<file path="src/hw/rtl/mhx_pkg.sv">
`default_nettype none

package mhx_pkg;

  localparam logic [7:0] CH_NUL = 8'h00;
  localparam logic [7:0] CH_TAB = 8'h09;
  localparam logic [7:0] CH_LF  = 8'h0A;
  localparam logic [7:0] CH_VT  = 8'h0B;
  localparam logic [7:0] CH_FF  = 8'h0C;
  localparam logic [7:0] CH_CR  = 8'h0D;
  localparam logic [7:0] CH_SP  = 8'h20;

  localparam logic [1:0] WS_CODE_SP = 2'd0;
  localparam logic [1:0] WS_CODE_VT = 2'd1;
  localparam logic [1:0] WS_CODE_FF = 2'd2;

  localparam int CMD_DEPTH = 4;
  localparam int OUT_DEPTH = 4;

  typedef enum logic [1:0] {
    PH_LF    = 2'd0,
    PH_FLUSH = 2'd1,
    PH_BYTE  = 2'd2,
    PH_END   = 2'd3
  } phase_e;

  typedef struct packed {
    logic       emit_lf;
    logic       wr;
    logic [1:0] code;
    logic       emit_byte;
    logic [7:0] data;
    logic       is_end;
    logic       ovf;
  } cmd_t;

  typedef struct packed {
    logic [7:0] data;
    logic       valid;
    logic       last;
    logic       ovf;
  } res_t;

  function automatic logic [7:0] ws_byte(input logic [1:0] code);
    logic [7:0] b;
    case (code)
      WS_CODE_VT: b = CH_VT;
      WS_CODE_FF: b = CH_FF;
      default:    b = CH_SP;
    endcase
    return b;
  endfunction

endpackage

`default_nettype wire

</file>
<file path="src/hw/rtl/mhx_ram.sv">
`default_nettype none

module mhx_ram #(
  parameter int WIDTH = 2,
  parameter int DEPTH = 32
) (
  input  wire logic                     clk_i,
  input  wire logic                     we_i,
  input  wire logic [$clog2(DEPTH)-1:0] waddr_i,
  input  wire logic [WIDTH-1:0]         wdata_i,
  input  wire logic [$clog2(DEPTH)-1:0] raddr_i,
  output      logic [WIDTH-1:0]         rdata_o
);

  logic [WIDTH-1:0] mem_q [DEPTH];

  always_ff @(posedge clk_i) begin
    if (we_i) begin
      mem_q[waddr_i] <= wdata_i;
    end
    rdata_o <= mem_q[raddr_i];
  end

endmodule

`default_nettype wire

</file>
<file path="src/hw/rtl/mhx_fifo.sv">
`default_nettype none

module mhx_fifo #(
  parameter type T     = logic,
  parameter int  DEPTH = 4
) (
  input  wire logic                       clk_i,
  input  wire logic                       rst_ni,
  input  wire logic                       push_i,
  input  wire T                           data_i,
  output      logic                       full_o,
  input  wire logic                       pop_i,
  output      T                           data_o,
  output      logic                       empty_o,
  output      logic [$clog2(DEPTH+1)-1:0] count_o
);

  localparam int PW = (DEPTH > 1) ? $clog2(DEPTH) : 1;
  localparam int CW = $clog2(DEPTH+1);

  T                mem_q [DEPTH];
  logic [PW-1:0]   wptr_q, wptr_d, rptr_q, rptr_d;
  logic [CW-1:0]   cnt_q, cnt_d;
  logic            do_push, do_pop;

  assign full_o  = (cnt_q == CW'(DEPTH));
  assign empty_o = (cnt_q == '0);
  assign count_o = cnt_q;
  assign data_o  = mem_q[rptr_q];
  assign do_push = push_i && !full_o;
  assign do_pop  = pop_i && !empty_o;

  always_comb begin
    wptr_d = wptr_q;
    rptr_d = rptr_q;
    cnt_d  = cnt_q;
    if (do_push) begin
      wptr_d = (wptr_q == PW'(DEPTH-1)) ? '0 : wptr_q + 1'b1;
    end
    if (do_pop) begin
      rptr_d = (rptr_q == PW'(DEPTH-1)) ? '0 : rptr_q + 1'b1;
    end
    if (do_push && !do_pop) begin
      cnt_d = cnt_q + 1'b1;
    end else if (do_pop && !do_push) begin
      cnt_d = cnt_q - 1'b1;
    end
  end

  always_ff @(posedge clk_i or negedge rst_ni) begin
    if (!rst_ni) begin
      wptr_q <= '0;
      rptr_q <= '0;
      cnt_q  <= '0;
    end else begin
      wptr_q <= wptr_d;
      rptr_q <= rptr_d;
      cnt_q  <= cnt_d;
    end
  end

  always_ff @(posedge clk_i) begin
    if (do_push) begin
      mem_q[wptr_q] <= data_i;
    end
  end

endmodule

`default_nettype wire

</file>
<file path="src/hw/rtl/mhx_front.sv">
`default_nettype none

module mhx_front
  import mhx_pkg::*;
#(
  parameter int WS_DEPTH = 32
) (
  input  wire logic                          clk_i,
  input  wire logic                          rst_ni,
  input  wire logic                          in_valid_i,
  input  wire logic                          req_type_i,
  input  wire logic [7:0]                    data_byte_i,
  output      logic                          cmd_push_o,
  output      cmd_t                          cmd_o,
  output      logic [$clog2(WS_DEPTH+1)-1:0] cnt_o
);

  localparam int CW = $clog2(WS_DEPTH+1);

  logic          done_q, done_d;
  logic          text_q, text_d;
  logic          lstart_q, lstart_d;
  logic          nlh_q, nlh_d;
  logic          ovf_q, ovf_d;
  logic [CW-1:0] wcnt_q, wcnt_d;

  always_comb begin
    logic [7:0] b2;
    logic       is_ws;
    done_d     = done_q;
    text_d     = text_q;
    lstart_d   = lstart_q;
    nlh_d      = nlh_q;
    ovf_d      = ovf_q;
    wcnt_d     = wcnt_q;
    cmd_o      = '0;
    cnt_o      = '0;
    cmd_push_o = 1'b0;
    b2         = (data_byte_i == CH_TAB) ? CH_SP : data_byte_i;
    is_ws      = (b2 == CH_SP) || (b2 == CH_VT) || (b2 == CH_FF);
    if (in_valid_i) begin
      if (req_type_i) begin
        cmd_o.emit_lf = !done_q && nlh_q;
        cmd_o.is_end  = 1'b1;
        cmd_o.ovf     = ovf_q;
        cmd_push_o    = 1'b1;
        done_d        = 1'b0;
        text_d        = 1'b0;
        lstart_d      = 1'b1;
        nlh_d         = 1'b0;
        ovf_d         = 1'b0;
        wcnt_d        = '0;
      end else if (!done_q && (data_byte_i != CH_NUL)) begin
        if (lstart_q) begin
          lstart_d      = 1'b0;
          nlh_d         = 1'b0;
          cmd_o.emit_lf = nlh_q && (data_byte_i != CH_SP) && (data_byte_i != CH_TAB);
        end
        if (data_byte_i == CH_LF) begin
          if (!text_q) begin
            done_d = 1'b1;
          end else begin
            nlh_d    = 1'b1;
            lstart_d = 1'b1;
            text_d   = 1'b0;
            wcnt_d   = '0;
          end
          cmd_push_o = cmd_o.emit_lf;
        end else if (data_byte_i == CH_CR) begin
          cmd_push_o = cmd_o.emit_lf;
        end else if (!text_q && is_ws) begin
          if (wcnt_q < CW'(WS_DEPTH)) begin
            cmd_o.wr   = 1'b1;
            cmd_o.code = (b2 == CH_SP) ? WS_CODE_SP :
                         ((b2 == CH_VT) ? WS_CODE_VT : WS_CODE_FF);
            cnt_o      = wcnt_q;
            wcnt_d     = wcnt_q + 1'b1;
          end else begin
            ovf_d = 1'b1;
          end
          cmd_push_o = cmd_o.emit_lf || cmd_o.wr;
        end else begin
          cnt_o           = text_q ? '0 : wcnt_q;
          wcnt_d          = '0;
          text_d          = 1'b1;
          cmd_o.emit_byte = 1'b1;
          cmd_o.data      = b2;
          cmd_push_o      = 1'b1;
        end
        cmd_o.ovf = ovf_d;
      end
    end
  end

  always_ff @(posedge clk_i or negedge rst_ni) begin
    if (!rst_ni) begin
      done_q   <= 1'b0;
      text_q   <= 1'b0;
      lstart_q <= 1'b1;
      nlh_q    <= 1'b0;
      ovf_q    <= 1'b0;
      wcnt_q   <= '0;
    end else begin
      done_q   <= done_d;
      text_q   <= text_d;
      lstart_q <= lstart_d;
      nlh_q    <= nlh_d;
      ovf_q    <= ovf_d;
      wcnt_q   <= wcnt_d;
    end
  end

endmodule

`default_nettype wire

</file>
<file path="src/hw/rtl/mhx_back.sv">
`default_nettype none

module mhx_back
  import mhx_pkg::*;
#(
  parameter int WS_DEPTH = 32
) (
  input  wire logic                          clk_i,
  input  wire logic                          rst_ni,
  input  wire logic                          cmd_valid_i,
  input  wire cmd_t                          cmd_i,
  input  wire logic [$clog2(WS_DEPTH+1)-1:0] cnt_i,
  output      logic                          cmd_pop_o,
  output      res_t                          res_o,
  output      logic                          res_empty_o,
  input  wire logic                          res_pop_i
);

  localparam int CW  = $clog2(WS_DEPTH+1);
  localparam int IW  = $clog2(WS_DEPTH);
  localparam int OCW = $clog2(OUT_DEPTH+1);

  phase_e        phase_q, phase_d;
  logic [CW-1:0] idx_q, idx_d;

  logic          s1_v_q, s1_v_d;
  logic          s1_ram_q, s1_ram_d;
  res_t          s1_q, s1_d;

  logic [1:0]    rdata;
  logic          we;
  logic [OCW-1:0] occ;
  logic          space;
  res_t          res_in;
  logic          res_full;

  assign space = ({1'b0, occ} + {{OCW{1'b0}}, s1_v_q}) < (OCW+1)'(OUT_DEPTH);

  always_comb begin
    logic act_lf, fl_pend, act_fl, by_pend, act_by, act_en, need_out, go, rem;
    act_lf   = (phase_q == PH_LF) && cmd_i.emit_lf;
    fl_pend  = (phase_q <= PH_FLUSH) && !cmd_i.wr && (idx_q < cnt_i);
    act_fl   = !act_lf && fl_pend;
    by_pend  = (phase_q <= PH_BYTE) && cmd_i.emit_byte;
    act_by   = !act_lf && !fl_pend && by_pend;
    act_en   = !act_lf && !fl_pend && !by_pend && cmd_i.is_end;
    need_out = act_lf || act_fl || act_by || act_en;
    go       = cmd_valid_i && (!need_out || space);

    phase_d  = phase_q;
    idx_d    = idx_q;
    rem      = 1'b0;
    s1_d     = '0;
    s1_d.ovf = cmd_i.ovf;
    s1_ram_d = 1'b0;
    if (act_lf) begin
      s1_d.data  = CH_LF;
      s1_d.valid = 1'b1;
      rem        = (!cmd_i.wr && (cnt_i != '0)) || cmd_i.emit_byte || cmd_i.is_end;
      phase_d    = PH_FLUSH;
      idx_d      = '0;
    end else if (act_fl) begin
      s1_d.valid = 1'b1;
      s1_ram_d   = 1'b1;
      rem        = (CW'(idx_q + 1'b1) < cnt_i) || cmd_i.emit_byte || cmd_i.is_end;
      phase_d    = PH_FLUSH;
      idx_d      = idx_q + 1'b1;
    end else if (act_by) begin
      s1_d.data  = cmd_i.data;
      s1_d.valid = 1'b1;
      rem        = cmd_i.is_end;
      phase_d    = PH_END;
    end else if (act_en) begin
      s1_d.last = 1'b1;
    end

    s1_v_d    = go && need_out;
    cmd_pop_o = go && !rem;
    we        = cmd_pop_o && cmd_i.wr;
    if (!go) begin
      phase_d = phase_q;
      idx_d   = idx_q;
    end else if (!rem) begin
      phase_d = PH_LF;
      idx_d   = '0;
    end
  end

  always_ff @(posedge clk_i or negedge rst_ni) begin
    if (!rst_ni) begin
      phase_q <= PH_LF;
      idx_q   <= '0;
      s1_v_q  <= 1'b0;
    end else begin
      phase_q <= phase_d;
      idx_q   <= idx_d;
      s1_v_q  <= s1_v_d;
    end
  end

  always_ff @(posedge clk_i) begin
    s1_q     <= s1_d;
    s1_ram_q <= s1_ram_d;
  end

  mhx_ram #(
    .WIDTH (2),
    .DEPTH (WS_DEPTH)
  ) u_ws_ram (
    .clk_i   (clk_i),
    .we_i    (we),
    .waddr_i (cnt_i[IW-1:0]),
    .wdata_i (cmd_i.code),
    .raddr_i (idx_q[IW-1:0]),
    .rdata_o (rdata)
  );

  always_comb begin
    res_in = s1_q;
    if (s1_ram_q) begin
      res_in.data = ws_byte(rdata);
    end
  end

  mhx_fifo #(
    .T     (res_t),
    .DEPTH (OUT_DEPTH)
  ) u_out_fifo (
    .clk_i   (clk_i),
    .rst_ni  (rst_ni),
    .push_i  (s1_v_q),
    .data_i  (res_in),
    .full_o  (res_full),
    .pop_i   (res_pop_i),
    .data_o  (res_o),
    .empty_o (res_empty_o),
    .count_o (occ)
  );

  logic unused_full;
  assign unused_full = res_full;

endmodule

`default_nettype wire

</file>
<file path="src/hw/rtl/mail_header_extract_unfold.sv">
// Channel  | Direction | Handshake          | Words
// ---------+-----------+--------------------+----------------------------------------------
// input    | in        | push / full        | req_type_i, data_byte_i
// result   | out       | empty / pop        | out_byte_o, byte_valid_o, stream_end_o,
//          |           |                    | ws_overflow_o
//
// The front accepts one input word per cycle while its four-entry command queue has room.
// The back turns each command into results at one result per cycle while the result queue
// has room; a line whose first printable byte releases n buffered whitespace codes gives n
// results for them ahead of the byte, each one a read of the whitespace RAM.
// Each result is registered in the stage-one register, then written into the result queue.
// Reset is asynchronous and takes effect at once; the whitespace RAM needs no clearing pass.
// A stalled result side fills the four-entry result queue, then the command queue, then full.
`default_nettype none

module mail_header_extract_unfold
  import mhx_pkg::*;
#(
  parameter int WS_DEPTH = 32
) (
  input  wire logic       clk_i,
  input  wire logic       rst_ni,
  input  wire logic       push,
  output      logic       full,
  input  wire logic       req_type_i,
  input  wire logic [7:0] data_byte_i,
  output      logic       empty,
  input  wire logic       pop,
  output      logic [7:0] out_byte_o,
  output      logic       byte_valid_o,
  output      logic       stream_end_o,
  output      logic       ws_overflow_o
);

  localparam int CW   = $clog2(WS_DEPTH+1);
  localparam int CMDW = $bits(cmd_t) + CW;

  logic            f_push;
  cmd_t            f_cmd;
  logic [CW-1:0]   f_cnt;
  logic [CMDW-1:0] q_out;
  logic            q_empty;
  logic            b_pop;
  res_t            res;
  logic [$clog2(CMD_DEPTH+1)-1:0] q_count;

  mhx_front #(
    .WS_DEPTH (WS_DEPTH)
  ) u_front (
    .clk_i       (clk_i),
    .rst_ni      (rst_ni),
    .in_valid_i  (push && !full),
    .req_type_i  (req_type_i),
    .data_byte_i (data_byte_i),
    .cmd_push_o  (f_push),
    .cmd_o       (f_cmd),
    .cnt_o       (f_cnt)
  );

  mhx_fifo #(
    .T     (logic [CMDW-1:0]),
    .DEPTH (CMD_DEPTH)
  ) u_cmd_fifo (
    .clk_i   (clk_i),
    .rst_ni  (rst_ni),
    .push_i  (f_push),
    .data_i  ({f_cmd, f_cnt}),
    .full_o  (full),
    .pop_i   (b_pop),
    .data_o  (q_out),
    .empty_o (q_empty),
    .count_o (q_count)
  );

  mhx_back #(
    .WS_DEPTH (WS_DEPTH)
  ) u_back (
    .clk_i       (clk_i),
    .rst_ni      (rst_ni),
    .cmd_valid_i (!q_empty),
    .cmd_i       (q_out[CMDW-1:CW]),
    .cnt_i       (q_out[CW-1:0]),
    .cmd_pop_o   (b_pop),
    .res_o       (res),
    .res_empty_o (empty),
    .res_pop_i   (pop)
  );

  logic unused_count;
  assign unused_count = ^q_count;

  assign out_byte_o    = res.data;
  assign byte_valid_o  = res.valid;
  assign stream_end_o  = res.last;
  assign ws_overflow_o = res.ovf;

endmodule

`default_nettype wire

</file>
<file path="config.mk">
export PLATFORM = sky130hd
export DESIGN_NAME = mail_header_extract_unfold
export DESIGN_NICKNAME = d
export VERILOG_FILES = /design/src/hw/rtl/mhx_pkg.sv /design/src/hw/rtl/mhx_ram.sv /design/src/hw/rtl/mhx_fifo.sv /design/src/hw/rtl/mhx_front.sv /design/src/hw/rtl/mhx_back.sv /design/src/hw/rtl/mail_header_extract_unfold.sv
export SDC_FILE = /design/constraint.sdc
export NUM_CORES = 1
export LEC_CHECK = 0
export ABC_AREA = 1
export BUFFER_PORTS_ARGS = -buffer_cell sky130_fd_sc_hd__buf_4
export CELL_PAD_IN_SITES_DETAIL_PLACEMENT = 1
export CELL_PAD_IN_SITES_GLOBAL_PLACEMENT = 2
export CORE_MARGIN = 2
export CORE_UTILIZATION = 35
export DETAILED_ROUTE_END_ITERATION = 10
export PLACE_DENSITY = 0.7
export SYNTH_ARGS = -nofsm -noshare
export SYNTH_HDL_FRONTEND = slang
export SYNTH_HIERARCHICAL = 1
export SYNTH_SLANG_ARGS = --single-unit
</file>
<file path="constraint.sdc">
create_clock -name clk_i -period 4 [get_ports clk_i]
set_clock_uncertainty 0.05 [all_clocks]
set_input_delay 0.2 -clock clk_i [delete_from_list [all_inputs] [get_ports clk_i]]
set_output_delay 0.2 -clock clk_i [all_outputs]
set_load 0.005 [all_outputs]
</file>
==> flow_summary.json <==
{
  "io_pins": 26,
  "reg2regPathDepth": 17,
  "core-area_sq_mm": 0.0324,
  "cap_violations": 0,
  "final_common_cell": "nand2_1",
  "cts_root_buf": "clkbuf_16",
  "numCtsBuffers": 27,
  "syn-num-nets": 1149,
  "die_h_um": 185,
  "io_buffers": 25,
  "ff_latch_area_sq_mm": 0.00690,
  "whs_path_depth": 3,
  "criticalPathCategory": "reg -> reg",
  "slew_violations": 0,
  "period_minus_slack_ns": 3.70,
  "cts.clk_slew.worst_paths_ns": 0.06,
  "cp_max_fo": 10,
  "worst_hold_slack_ns": 0.0577,
  "place.gp.congestion": 0.762,
  "peakVddDrop_mv": 0.366,
  "end_kind": "flip-flop",
  "start_kind": "flip-flop",
  "drt_iter0_drc": 357,
  "drive_gt1_share_pct": 16.0,
  "syn_area_sq_mm": 0.0115,
  "timing.rr.end": "u_back/u_ws_ram/mem_q[16][0]",
  "crit_slowest_cell": "dfrtp_1",
  "power_density_mw_per_mm2": 778,
  "slew_headroom_pct": 24.5,
  "htreeDepth": 1,
  "cts_buffer_depth": 3,
  "grt_usage_pct": 15.6,
  "cp_num_buf_inv": 3,
  "num_vias": 7444,
  "crit_arrival_ns": 3.88,
  "wire_per_inst_um": 15.8,
  "multiInputGateArea_sq_mm": 0.00366,
  "slowest_delay_ns": 0.51,
  "cts.sinks": 240,
  "worstHoldStart": "data_byte_i[7]",
  "crit_top_cell": "nand2_1",
  "fmax_mhz": 270,
  "start_util_pct": 35.4,
  "wirelength_mm": 25.4,
  "fin_nets": 1187,
  "synth_area_per_cell_sq_um": 10.4,
  "crit_chain": "inv_2 -> o211ai_2 -> nand2_1 -> inv_1 -> ha_1 -> nand2_1 -> nor2_1 -> nand2_2 -> nand2_4 -> nand4_4 -> nand2_2 -> nand2_1 -> clkinv_1 -> nand2_1 -> nor2_1 -> nand3_1 -> nor2_1",
  "grt_pass1_wl_mm": 41.8,
  "r2r-start": "u_cmd_fifo/rptr_q[1]",
  "min_to": "u_cmd_fifo/mem_q[3][15]",
  "outcome": "finished clean",
  "yosys_warnings": 6,
  "leakagePower_nw": 5.40,
  "route.detailed.drc": 0,
  "worstPathRequired_ns": 4.18,
  "dieArea_sq_mm": 0.0342,
  "final_antenna_net_count": 0,
  "firstDrtPassIters": 5,
  "grt_max_degree": 48,
  "grt_antenna_before_repair": 0,
  "r2r_slack_ns": 0.30,
  "synthCells": 1108,
  "utilization_pct": 40.1,
  "clk_latency_ns": 0.54,
  "die-width_um": 185,
  "dp.cells": 1555,
  "rsz0062_at_grt": "yes",
  "fp-row-count": 66,
  "grt-ovfl-total": 0,
  "diodes": 0,
  "fillers": 3654,
  "hold_path.class": "in -> reg",
  "fin_cells": 1607,
  "grt_pass1_vias": 7838,
  "area_growth_pct": 13.2,
  "layout_common_cells": "nand2_1 (266), edfxtp_1 (192), inv_1 (148)",
  "cts_tree": "built",
  "worstMarginPinSlew_ns": 1.13,
  "crit_family": "simple AND/OR/NAND/NOR gates",
  "vias_per_cell": 4.63,
  "dp_hpwl_mm": 17.4,
  "hold_viol": 0,
  "setup_violations": 0,
  "fin_crit_sh_pct": 92.6
}
## area by class of cell
type | count | area share (%)
clock buffer | 36 | 5.62
clock inverter | 12 | 1.36
inverter | 160 | 4.68
multi-input combinational | 673 | 28.2
sequential | 240 | 53.2
tap | 442 | 4.26
timing repair buffer | 44 | 2.77
## worst register-to-register path, cell delays in order (launching register included)
cell and delay (ns):
dfrtp_1 0.51, inv_2 0.26, o211ai_2 0.13, nand2_1 0.17, inv_1 0.12, ha_1 0.29, nand2_1 0.05, nor2_1 0.11
nand2_2 0.08, nand2_4 0.13, nand4_4 0.10, nand2_2 0.10, nand2_1 0.12, clkinv_1 0.09, nand2_1 0.08, nor2_1 0.27
nand3_1 0.46, nor2_1 0.32
## metrics by stage
stage | cell area (sq um) | setup TNS [ns] | worst slack, ns | power, mW
2_1_floorplan | 11500 | 0 | 0.712 | 6.62
3_3_place_gp | 12000 | 0 | 0.288 | 7.61
3_5_place_dp | 12000 | 0 | 0.161 | 7.71
4_1_cts | 13000 | 0 | 0.138 | 10.3
5_1_grt | 13000 | -5.13 | -0.155 | 10.9
6_report | 13000 | 0 | 0.295 | 10.1
## metal layers
metal  vias up  track usage (%)  routed length [um]  share of wire (%)
met5         -                0                   0                  0
met4         0             3.68                 363                1.4
met3        29             2.10                 761                3.0
met2        70             27.1               12500                 49
met1      3591             20.6               11800                 46
li1       3754                -                   -                  -
## registers in the layout, indices dropped and copies added, names as in the netlist, 3 cells and up
signal,count
u_back/u_out_fifo/mem_q,44
u_back/idx_q,6
u_cmd_fifo/count_o,3
u_back/u_ws_ram/mem_q,64
u_back/s1_q,8
u_cmd_fifo/mem_q,84
u_front/wcnt_q,6
u_back/res_in,3
u_back/u_out_fifo/count_o,3
## worst max-delay path by stage
stage / start / to / slack, ns / cells past startpoint
final: u_cmd_fifo/rptr_q[1] / u_back/u_ws_ram/mem_q[16][0] / 0.30 / 17
after global routing: u_cmd_fifo/rptr_q[1] / u_back/u_ws_ram/mem_q[16][0] / -0.16 / 17
after CTS: u_cmd_fifo/rptr_q[0] / u_back/u_ws_ram/mem_q[25][0] / 0.14 / 13
after detailed placement: u_cmd_fifo/rptr_q[0] / u_back/u_ws_ram/mem_q[25][0] / 0.16 / 13
after global placement: u_cmd_fifo/rptr_q[0] / u_back/u_ws_ram/mem_q[25][0] / 0.29 / 13
after floorplan: u_cmd_fifo/rptr_q[0] / u_cmd_fifo/count_o[2] / 0.71 / 26
## where the power goes
part | leakage [nW] | switching (mW) | internal, mW | total, mW
sequential | 2.33 | 0.356 | 3.55 | 3.91
combinational | 2.63 | 2.52 | 1.16 | 3.68
clock | 0.443 | 0.980 | 1.54 | 2.52
total | 5.40 | 3.85 | 6.25 | 10.1
## repair_timing
action,CTS,global route
setup endpoints to repair,0,65
setup buffers,0,1
hold buffers,3,0
hold endpoints to repair,42,0
resized for setup,0,1
Power figures use the tool's default switching activity.
